## config.mk

```make
export PLATFORM = sky130hd
export DESIGN_NAME = clt_seq
export DESIGN_NICKNAME = d
export VERILOG_FILES = /design/src/clt_pkg.sv /design/src/clt_seq.sv
export SDC_FILE = /design/constraint.sdc
export NUM_CORES = 1
export LEC_CHECK = 0
export ABC_CLOCK_PERIOD_IN_PS = 4200
export BUFFER_PORTS_ARGS = -buffer_cell sky130_fd_sc_hd__buf_2
export CAP_MARGIN = 20
export CORE_ASPECT_RATIO = 0.6
export CORE_MARGIN = 2
export CORE_UTILIZATION = 40
export CTS_BUF_LIST = sky130_fd_sc_hd__clkbuf_4 sky130_fd_sc_hd__clkbuf_8
export CTS_CLUSTER_DIAMETER = 50
export CTS_CLUSTER_SIZE = 16
export DETAILED_ROUTE_END_ITERATION = 7
export GPL_TIMING_DRIVEN = 1
export PLACE_DENSITY = 0.61
export SYNTH_ARGS = -nofsm -noshare
export SYNTH_HDL_FRONTEND = slang
export SYNTH_SLANG_ARGS = --single-unit
```

## constraint.sdc

```tcl
create_clock -name i_clk -period 4.2 [get_ports i_clk]
set_input_delay 0.84 -clock i_clk [delete_from_list [all_inputs] [get_ports i_clk]]
set_output_delay 0.84 -clock i_clk [all_outputs]
set_load 0.005 [all_outputs]
```

## src/clt_pkg.sv

```systemverilog
// ----------------------------------------------------------------------------
// clt_pkg
// Shared types and constants for the compacting list table: command and
// status codes, the sequencer state type and the result bundle.
// ----------------------------------------------------------------------------
`default_nettype none

package clt_pkg;

    // default storage depth and capacity register reset value
    localparam int          DEFAULT_LIST_DEPTH = 256;
    localparam int          CAP_W              = 9;
    localparam logic [8:0]  CAP_RESET          = 9'd256;

    // field widths fixed by the interface
    localparam int DATA_W = 32;
    localparam int POS_W  = 8;
    localparam int CNT_W  = 9;

    // command codes
    typedef enum logic [2:0] {
        CMD_APPEND = 3'd0,
        CMD_REMOVE = 3'd1,
        CMD_EDIT   = 3'd2,
        CMD_READ   = 3'd3,
        CMD_COUNT  = 3'd4
    } t_cmd;

    // status codes
    typedef enum logic [1:0] {
        ST_DONE  = 2'd0,
        ST_RANGE = 2'd1,
        ST_FULL  = 2'd2
    } t_status;

    // sequencer states
    typedef enum logic [2:0] {
        SEQ_IDLE,
        SEQ_EXEC,
        SEQ_READ_WAIT,
        SEQ_SHIFT,
        SEQ_SCAN,
        SEQ_RESULT
    } t_seq_state;

    // one result transaction from the sequencer
    typedef struct packed {
        logic [DATA_W-1:0] read_value;
        logic [CNT_W-1:0]  match_count;
        logic [CNT_W-1:0]  entries_now;
        t_status           status;
    } t_result;

endpackage

`default_nettype wire

```

## src/clt_seq.sv

```systemverilog
// ----------------------------------------------------------------------------
// clt_seq
// Command sequencer: holds the entry count, decodes one command at a time,
// drives the storage ports for append, edit, read, the remove shift-down
// and the count scan, and hands one result to the output stage.
// ----------------------------------------------------------------------------
`default_nettype none

module clt_seq
    import clt_pkg::*;
#(
    parameter int LIST_DEPTH = DEFAULT_LIST_DEPTH,
    parameter int AW         = $clog2(LIST_DEPTH)
) (
    input  wire logic              i_clk,
    input  wire logic              i_rst_n,
    // command transaction
    input  wire logic              i_in_valid,
    output logic                   o_in_stall,
    input  wire logic [2:0]        i_command,
    input  wire logic [POS_W-1:0]  i_position,
    input  wire logic [DATA_W-1:0] i_operand,
    // capacity register
    input  wire logic [CAP_W-1:0]  i_cap,
    // storage ports
    output logic                   o_we,
    output logic      [AW-1:0]     o_waddr,
    output logic      [DATA_W-1:0] o_wdata,
    output logic                   o_re,
    output logic      [AW-1:0]     o_raddr,
    input  wire logic [DATA_W-1:0] i_rdata,
    // result transaction
    output logic                   o_res_valid,
    input  wire logic              i_res_ready,
    output t_result                o_res
);

    localparam int CW = $clog2(LIST_DEPTH + 1);

    t_seq_state        r_state, n_state;
    logic [CW-1:0]     r_count, n_count;
    logic [2:0]        r_cmd;
    logic [POS_W-1:0]  r_pos;
    logic [DATA_W-1:0] r_val;
    logic [DATA_W-1:0] r_rd, n_rd;
    logic [CW-1:0]     r_match, n_match;
    t_status           r_status, n_status;
    logic [CW-1:0]     r_idx, n_idx;
    logic [CW-1:0]     r_wa, n_wa;
    logic              r_pend, n_pend;

    logic              in_range;
    logic              list_full;
    logic [31:0]       lim;
    logic              issue;
    logic              accept;

    // limit in force and range checks
    always_comb begin
        lim       = (32'(i_cap) > LIST_DEPTH) ? 32'(LIST_DEPTH) : 32'(i_cap);
        list_full = 32'(r_count) >= lim;
        in_range  = (32'(r_pos) < 32'(r_count)) && (32'(r_pos) < LIST_DEPTH);
        issue     = r_idx < r_count;
        accept    = i_in_valid && !o_in_stall;
    end

    assign o_in_stall  = (r_state != SEQ_IDLE);
    assign o_res_valid = (r_state == SEQ_RESULT);

    // result bundle
    always_comb begin
        o_res.read_value  = r_rd;
        o_res.match_count = CNT_W'(r_match);
        o_res.entries_now = CNT_W'(r_count);
        o_res.status      = r_status;
    end

    // next state and storage control
    always_comb begin
        n_state  = r_state;
        n_count  = r_count;
        n_rd     = r_rd;
        n_match  = r_match;
        n_status = r_status;
        n_idx    = r_idx;
        n_wa     = r_wa;
        n_pend   = 1'b0;
        o_we     = 1'b0;
        o_waddr  = AW'(r_count);
        o_wdata  = r_val;
        o_re     = 1'b0;
        o_raddr  = AW'(r_pos);

        case (r_state)
            SEQ_IDLE: begin
                if (accept) begin
                    n_state  = SEQ_EXEC;
                    n_rd     = '0;
                    n_match  = '0;
                    n_status = ST_DONE;
                end
            end

            SEQ_EXEC: begin
                n_state = SEQ_RESULT;
                case (r_cmd)
                    CMD_APPEND: begin
                        if (list_full) begin
                            n_status = ST_FULL;
                        end else begin
                            o_we    = 1'b1;
                            o_waddr = AW'(r_count);
                            n_count = r_count + 1'b1;
                        end
                    end
                    CMD_REMOVE: begin
                        if (!in_range) begin
                            n_status = ST_RANGE;
                        end else begin
                            n_state = SEQ_SHIFT;
                            n_idx   = CW'(r_pos) + 1'b1;
                            n_wa    = CW'(r_pos);
                        end
                    end
                    CMD_EDIT: begin
                        if (!in_range) begin
                            n_status = ST_RANGE;
                        end else begin
                            o_we    = 1'b1;
                            o_waddr = AW'(r_pos);
                        end
                    end
                    CMD_READ: begin
                        if (!in_range) begin
                            n_status = ST_RANGE;
                        end else begin
                            o_re    = 1'b1;
                            o_raddr = AW'(r_pos);
                            n_state = SEQ_READ_WAIT;
                        end
                    end
                    CMD_COUNT: begin
                        n_state = SEQ_SCAN;
                        n_idx   = '0;
                    end
                    default: begin
                        n_state = SEQ_RESULT;
                    end
                endcase
            end

            SEQ_READ_WAIT: begin
                n_rd    = i_rdata;
                n_state = SEQ_RESULT;
            end

            // read entry idx, write it one place down in the cycle after
            SEQ_SHIFT: begin
                if (issue) begin
                    o_re    = 1'b1;
                    o_raddr = AW'(r_idx);
                    n_idx   = r_idx + 1'b1;
                    n_pend  = 1'b1;
                end
                if (r_pend) begin
                    o_we    = 1'b1;
                    o_waddr = AW'(r_wa);
                    o_wdata = i_rdata;
                    n_wa    = r_wa + 1'b1;
                end
                if (!issue && !r_pend) begin
                    n_count = r_count - 1'b1;
                    n_state = SEQ_RESULT;
                end
            end

            // stream every held entry through the compare
            SEQ_SCAN: begin
                if (issue) begin
                    o_re    = 1'b1;
                    o_raddr = AW'(r_idx);
                    n_idx   = r_idx + 1'b1;
                    n_pend  = 1'b1;
                end
                if (r_pend && (i_rdata == r_val)) begin
                    n_match = r_match + 1'b1;
                end
                if (!issue && !r_pend) begin
                    n_state = SEQ_RESULT;
                end
            end

            SEQ_RESULT: begin
                if (i_res_ready) begin
                    n_state = SEQ_IDLE;
                end
            end

            default: begin
                n_state = SEQ_IDLE;
            end
        endcase
    end

    // control registers
    always_ff @(posedge i_clk) begin
        if (!i_rst_n) begin
            r_state <= SEQ_IDLE;
            r_count <= '0;
            r_pend  <= 1'b0;
        end else begin
            r_state <= n_state;
            r_count <= n_count;
            r_pend  <= n_pend;
        end
    end

    // working registers
    always_ff @(posedge i_clk) begin
        if (accept) begin
            r_cmd <= i_command;
            r_pos <= i_position;
            r_val <= i_operand;
        end
        r_rd     <= n_rd;
        r_match  <= n_match;
        r_status <= n_status;
        r_idx    <= n_idx;
        r_wa     <= n_wa;
    end

    // entry count never exceeds the storage depth
    a_count_bound: assert property (@(posedge i_clk) disable iff (!i_rst_n)
        32'(r_count) <= LIST_DEPTH)
        else $error("entry count above storage depth");

    // storage is never written while waiting for a command
    a_no_idle_write: assert property (@(posedge i_clk) disable iff (!i_rst_n)
        (r_state == SEQ_IDLE) |-> !o_we)
        else $error("storage write while idle");

    // shift-down never reads and writes the same entry in one cycle
    a_no_overlap: assert property (@(posedge i_clk) disable iff (!i_rst_n)
        (o_we && o_re) |-> (o_waddr != o_raddr))
        else $error("read and write of the same entry");

    // a completed remove drops the count by exactly one
    a_remove_dec: assert property (@(posedge i_clk) disable iff (!i_rst_n)
        (r_state == SEQ_SHIFT && n_state == SEQ_RESULT) |=>
            (r_count == $past(r_count) - 1'b1))
        else $error("remove did not decrement count");

endmodule

`default_nettype wire

```

==> impl_metrics.xml <==
<?xml version="1.0" encoding="UTF-8"?>
<metrics>
  <group name="global_route">
    <metric name="grt_pass1_vias" unit="">5252</metric>
    <metric name="grt_remaining_overflow" unit="">0</metric>
    <metric name="first_pass_grt_wire_length" unit="um">28230</metric>
    <metric name="maximum_number_of_pins_on_one_net_before_global_route_repair" unit="">44</metric>
    <metric name="global_route.usage.total" unit="%">20.88</metric>
    <metric name="antenna_found_initial" unit="">0</metric>
  </group>
  <group name="cts">
    <metric name="cts_tree" unit="">done</metric>
    <metric name="cts_htree_levels" unit="">4</metric>
    <metric name="hold_buffers" unit="">0</metric>
    <metric name="clock_tree.buffer_depth" unit="">2</metric>
    <metric name="cts-buffers-inserted" unit="">17</metric>
    <metric name="cts_resized" unit="">0</metric>
    <metric name="post-cts-setup-buffer-count" unit="">0</metric>
    <metric name="clock_tree.root_cell" unit="">clkbuf_8</metric>
    <metric name="clk_pin_slew_worst_paths" unit="ns">0.07</metric>
    <metric name="worst_skew_pair.late_latency" unit="ns">0.43</metric>
    <metric name="clock_sinks" unit="">116</metric>
  </group>
  <group name="detailed_routing">
    <metric name="vias_per_cell" unit="">5.216</metric>
    <metric name="drt_iter0_drc" unit="">350</metric>
    <metric name="drt-total-wl" unit="um">18560</metric>
    <metric name="detailroute.via_count" unit="">5393</metric>
    <metric name="drc_errors" unit="">0</metric>
    <metric name="drt-wirelength-per-cell" unit="um">17.95</metric>
    <metric name="drt-pass1-iter-count" unit="">5</metric>
    <metric name="antenna_left" unit="">0</metric>
  </group>
  <group name="floorplanning">
    <metric name="rows" unit="">36</metric>
    <metric name="io_pins" unit="">192</metric>
    <metric name="floorplan.die.width" unit="um">170.5</metric>
    <metric name="dieArea" unit="um2">17720</metric>
    <metric name="core_area" unit="um2">16260</metric>
    <metric name="floorplan.die.height" unit="um">103.9</metric>
    <metric name="initial_utilization" unit="%">40.94</metric>
  </group>
  <group name="sta">
    <metric name="grt_setup_unrepaired" unit="">no</metric>
    <metric name="finalHoldViolCount" unit="">0</metric>
    <metric name="timing.slew.headroom" unit="%">42.59</metric>
    <metric name="timing.clock.skew" unit="ns">0.01419</metric>
    <metric name="achievable-frequency" unit="GHz">0.2692</metric>
    <metric name="final_setup_fails" unit="">0</metric>
    <metric name="period_share" unit="%">88.44</metric>
    <metric name="timing.final.crit_period" unit="ns">3.715</metric>
    <metric name="worstMarginPinSlew" unit="ns">0.8611</metric>
    <metric name="report.final.slew_viol_count" unit="">0</metric>
    <metric name="setup_total_negative_slack" unit="ns">0</metric>
  </group>
  <group name="synthesis">
    <metric name="synth_warnings" unit="">0</metric>
    <metric name="ys_dominant_reg_cell" unit="">edfxtp_1</metric>
    <metric name="yosysMostFrequentCell" unit="">edfxtp_1</metric>
    <metric name="synth_async_sr_flop_share" unit="%">0</metric>
    <metric name="post_synthesis_cell_type_count" unit="">56</metric>
    <metric name="ys_seq_elements" unit="">116</metric>
    <metric name="synth_top_area_share" unit="%">46.47</metric>
    <metric name="synthesis.instances" unit="">589</metric>
    <metric name="postSynthAreaPerCell" unit="um2">11.30</metric>
    <metric name="synth_fp_nets" unit="">713</metric>
    <metric name="mappedNetlistArea" unit="um2">6656</metric>
    <metric name="ys_seq_area_share" unit="%">50.38</metric>
    <metric name="netlist_top_cells_area" unit="">edfxtp_1 46%, mux2_2 6.8%, ha_1 6.6%</metric>
    <metric name="synth_edf_count" unit="">103</metric>
    <metric name="yosys.area.top_type" unit="">edfxtp_1</metric>
    <metric name="top_cells_by_count_synth" unit="">103 x edfxtp_1, 49 x nand2_1, 40 x mux2_2, 39 x nor2_1, 36 x and2_1</metric>
  </group>
  <group name="placement">
    <metric name="place.detailed.hpwl" unit="um">14030</metric>
    <metric name="count_of_buffers_from_port_buffering" unit="">191</metric>
    <metric name="place.gp.congestion" unit="">0.9124</metric>
  </group>
  <group name="worst_setup_path">
    <metric name="path_class" unit="">flop to primary output</metric>
    <metric name="cp_data_arrival_time" unit="ns">2.87</metric>
    <metric name="reg2regPathDepth" unit="">12</metric>
    <metric name="timing.reg2reg.setup_slack" unit="ns">1.23</metric>
    <metric name="timing.critical_path.to_type" unit="">primary output</metric>
    <metric name="timing.critical_path.from_type" unit="">flop</metric>
    <metric name="crit_path_max_fanout" unit="">9</metric>
    <metric name="critical_path_required" unit="ns">3.36</metric>
  </group>
  <group name="run">
    <metric name="cap_violations" unit="">0</metric>
  </group>
  <group name="layout">
    <metric name="antenna_cells" unit="">0</metric>
    <metric name="fin_util" unit="%">51.23</metric>
    <metric name="layout-area-overhead-vs-synth" unit="%">25.15</metric>
    <metric name="nets" unit="">917</metric>
    <metric name="layout-drive-gt1-share" unit="%">36.10</metric>
  </group>
  <group name="power">
    <metric name="pwr_cell_area" unit="nW/um2">377.9</metric>
    <metric name="peakVddDrop" unit="V">0.0001625</metric>
    <metric name="leakagePower" unit="nW">3.472</metric>
  </group>
  <group name="status">
    <metric name="run_status" unit="">finished, final reports clean</metric>
  </group>
  <group name="min_path">
    <metric name="hold_path_class" unit="">primary input to flop</metric>
    <metric name="min_delay_path_depth" unit="">1</metric>
  </group>
</metrics>
[flip-flops by register name, summed over array words and instances, names as in the netlist]
name      flops
r_status      2
r_val        32
r_state       3
r_wa          8
r_pos         8
r_match       9
r_cmd         3
r_count       9
r_rd         32
r_idx         9
r_pend        1
[worst paths after layout]
| check | end | startpoint |
|---|---|---|
| setup / recovery | o_waddr[6] | r_pos[6]$_DFFE_PP_ |
| hold / removal | r_val[21]$_DFFE_PP_ | i_operand[21] |
| setup reg to reg | r_count[8]$_SDFFE_PN0P_ | r_state[1]$_SDFFE_PN0P_ |
| hold reg to reg | r_count[1]$_SDFFE_PN0P_ | r_count[1]$_SDFFE_PN0P_ |
[per-stage QoR]
| stage | instance area (um2) | cells | hold WS [ns] | total power, mW | setup slack (ns) |
|---|---|---|---|---|---|
| 5_1_grt | 8330 | 1034 | 0.5378 | 3.298 | 0.2961 |
| 2_1_floorplan | 6656 | 589 | 0.5184 | 1.790 | 1.206 |
| 4_1_cts | 8330 | 1034 | 0.5388 | 3.178 | 0.4966 |
| 3_5_place_dp | 7909 | 1002 | 0.6065 | 2.051 | 0.6818 |
| 6_report | 8330 | 1034 | 0.5784 | 3.148 | 0.4854 |
| 3_3_place_gp | 7909 | 1002 | 0.5949 | 2.039 | 0.8180 |
[critical path, cell delays in order, from the launching register on]
cell,delay (ns)
edfxtp_1,0.53
ha_1,0.36
a21o_1,0.16
a21oi_1,0.17
a21boi_1,0.23
or2_1,0.14
nand3_1,0.34
o221a_2,0.39
buf_2,0.13
[power breakdown]
part	leakage [nW]	internal, mW	total [mW]	switching, mW
Clock	0.210	0.640	1.12	0.479
Combinational	2.18	0.249	0.540	0.290
Sequential	1.09	1.39	1.49	0.0953
Total	3.47	2.28	3.15	0.865
[layout by cell type (no fill, tap or decap), types with 3 or more instances in the layout]
| master | netlist | layout |
|---|---|---|
| xor2_1 | 35 | 35 |
| o22ai_1 | 4 | 4 |
| nor3_1 | 6 | 6 |
| mux2i_1 | 5 | 5 |
| ha_1 | 35 | 35 |
| clkinv_4 | 0 | 3 |
| nor2_1 | 39 | 39 |
| dfxtp_1 | 13 | 13 |
| buf_4 | 0 | 14 |
| nand2b_1 | 5 | 5 |
| nand2_1 | 49 | 49 |
| o21ai_0 | 20 | 20 |
| nor2b_1 | 7 | 6 |
| and3_1 | 3 | 3 |
| or2_2 | 3 | 3 |
| a21o_1 | 4 | 4 |
| nand4_1 | 13 | 13 |
| mux2_2 | 40 | 40 |
| clkbuf_8 | 0 | 17 |
| o221a_2 | 7 | 7 |
| clkinv_1 | 1 | 5 |
| nand3_1 | 21 | 21 |
| and2_1 | 36 | 36 |
| edfxtp_1 | 103 | 103 |
| or3_1 | 10 | 10 |
| xnor2_1 | 31 | 31 |
| bufinv_16 | 0 | 4 |
| a21oi_1 | 20 | 20 |
| inv_1 | 20 | 19 |
| nor4_1 | 6 | 6 |
| buf_2 | 5 | 191 |
[cell type report]
class / count / area [um2]
multi-input combinational: 432 / 3131
sequential: 116 / 3353
inverter: 21 / 78.83
fill: 1531 / 7930
clock buffer: 17 / 234.0
tap: 228 / 285.3
clock inverter: 15 / 187.7
timing repair buffer: 205 / 1061
[logic make-up after synthesis]
family,share of synthesized area [%]
xor+xnor,8.684
simple gates,15.79
fa+ha+maj,6.880
compound gates,8.121
buf+inv,2.631
mux,7.519
flops,50.38
[per-layer routing]
| metal | vias to the layer above | wire, um | global-route usage (%) |
|---|---|---|---|
| li1 | 2562 | - | - |
| met1 | 2577 | 8971 | 30.60 |
| met2 | 243 | 7902 | 30.39 |
| met3 | 11 | 1542 | 5.822 |
| met4 | 0 | 139 | 5.250 |
| met5 | - | 0 | 0 |
Power figures use the tool's default switching activity.
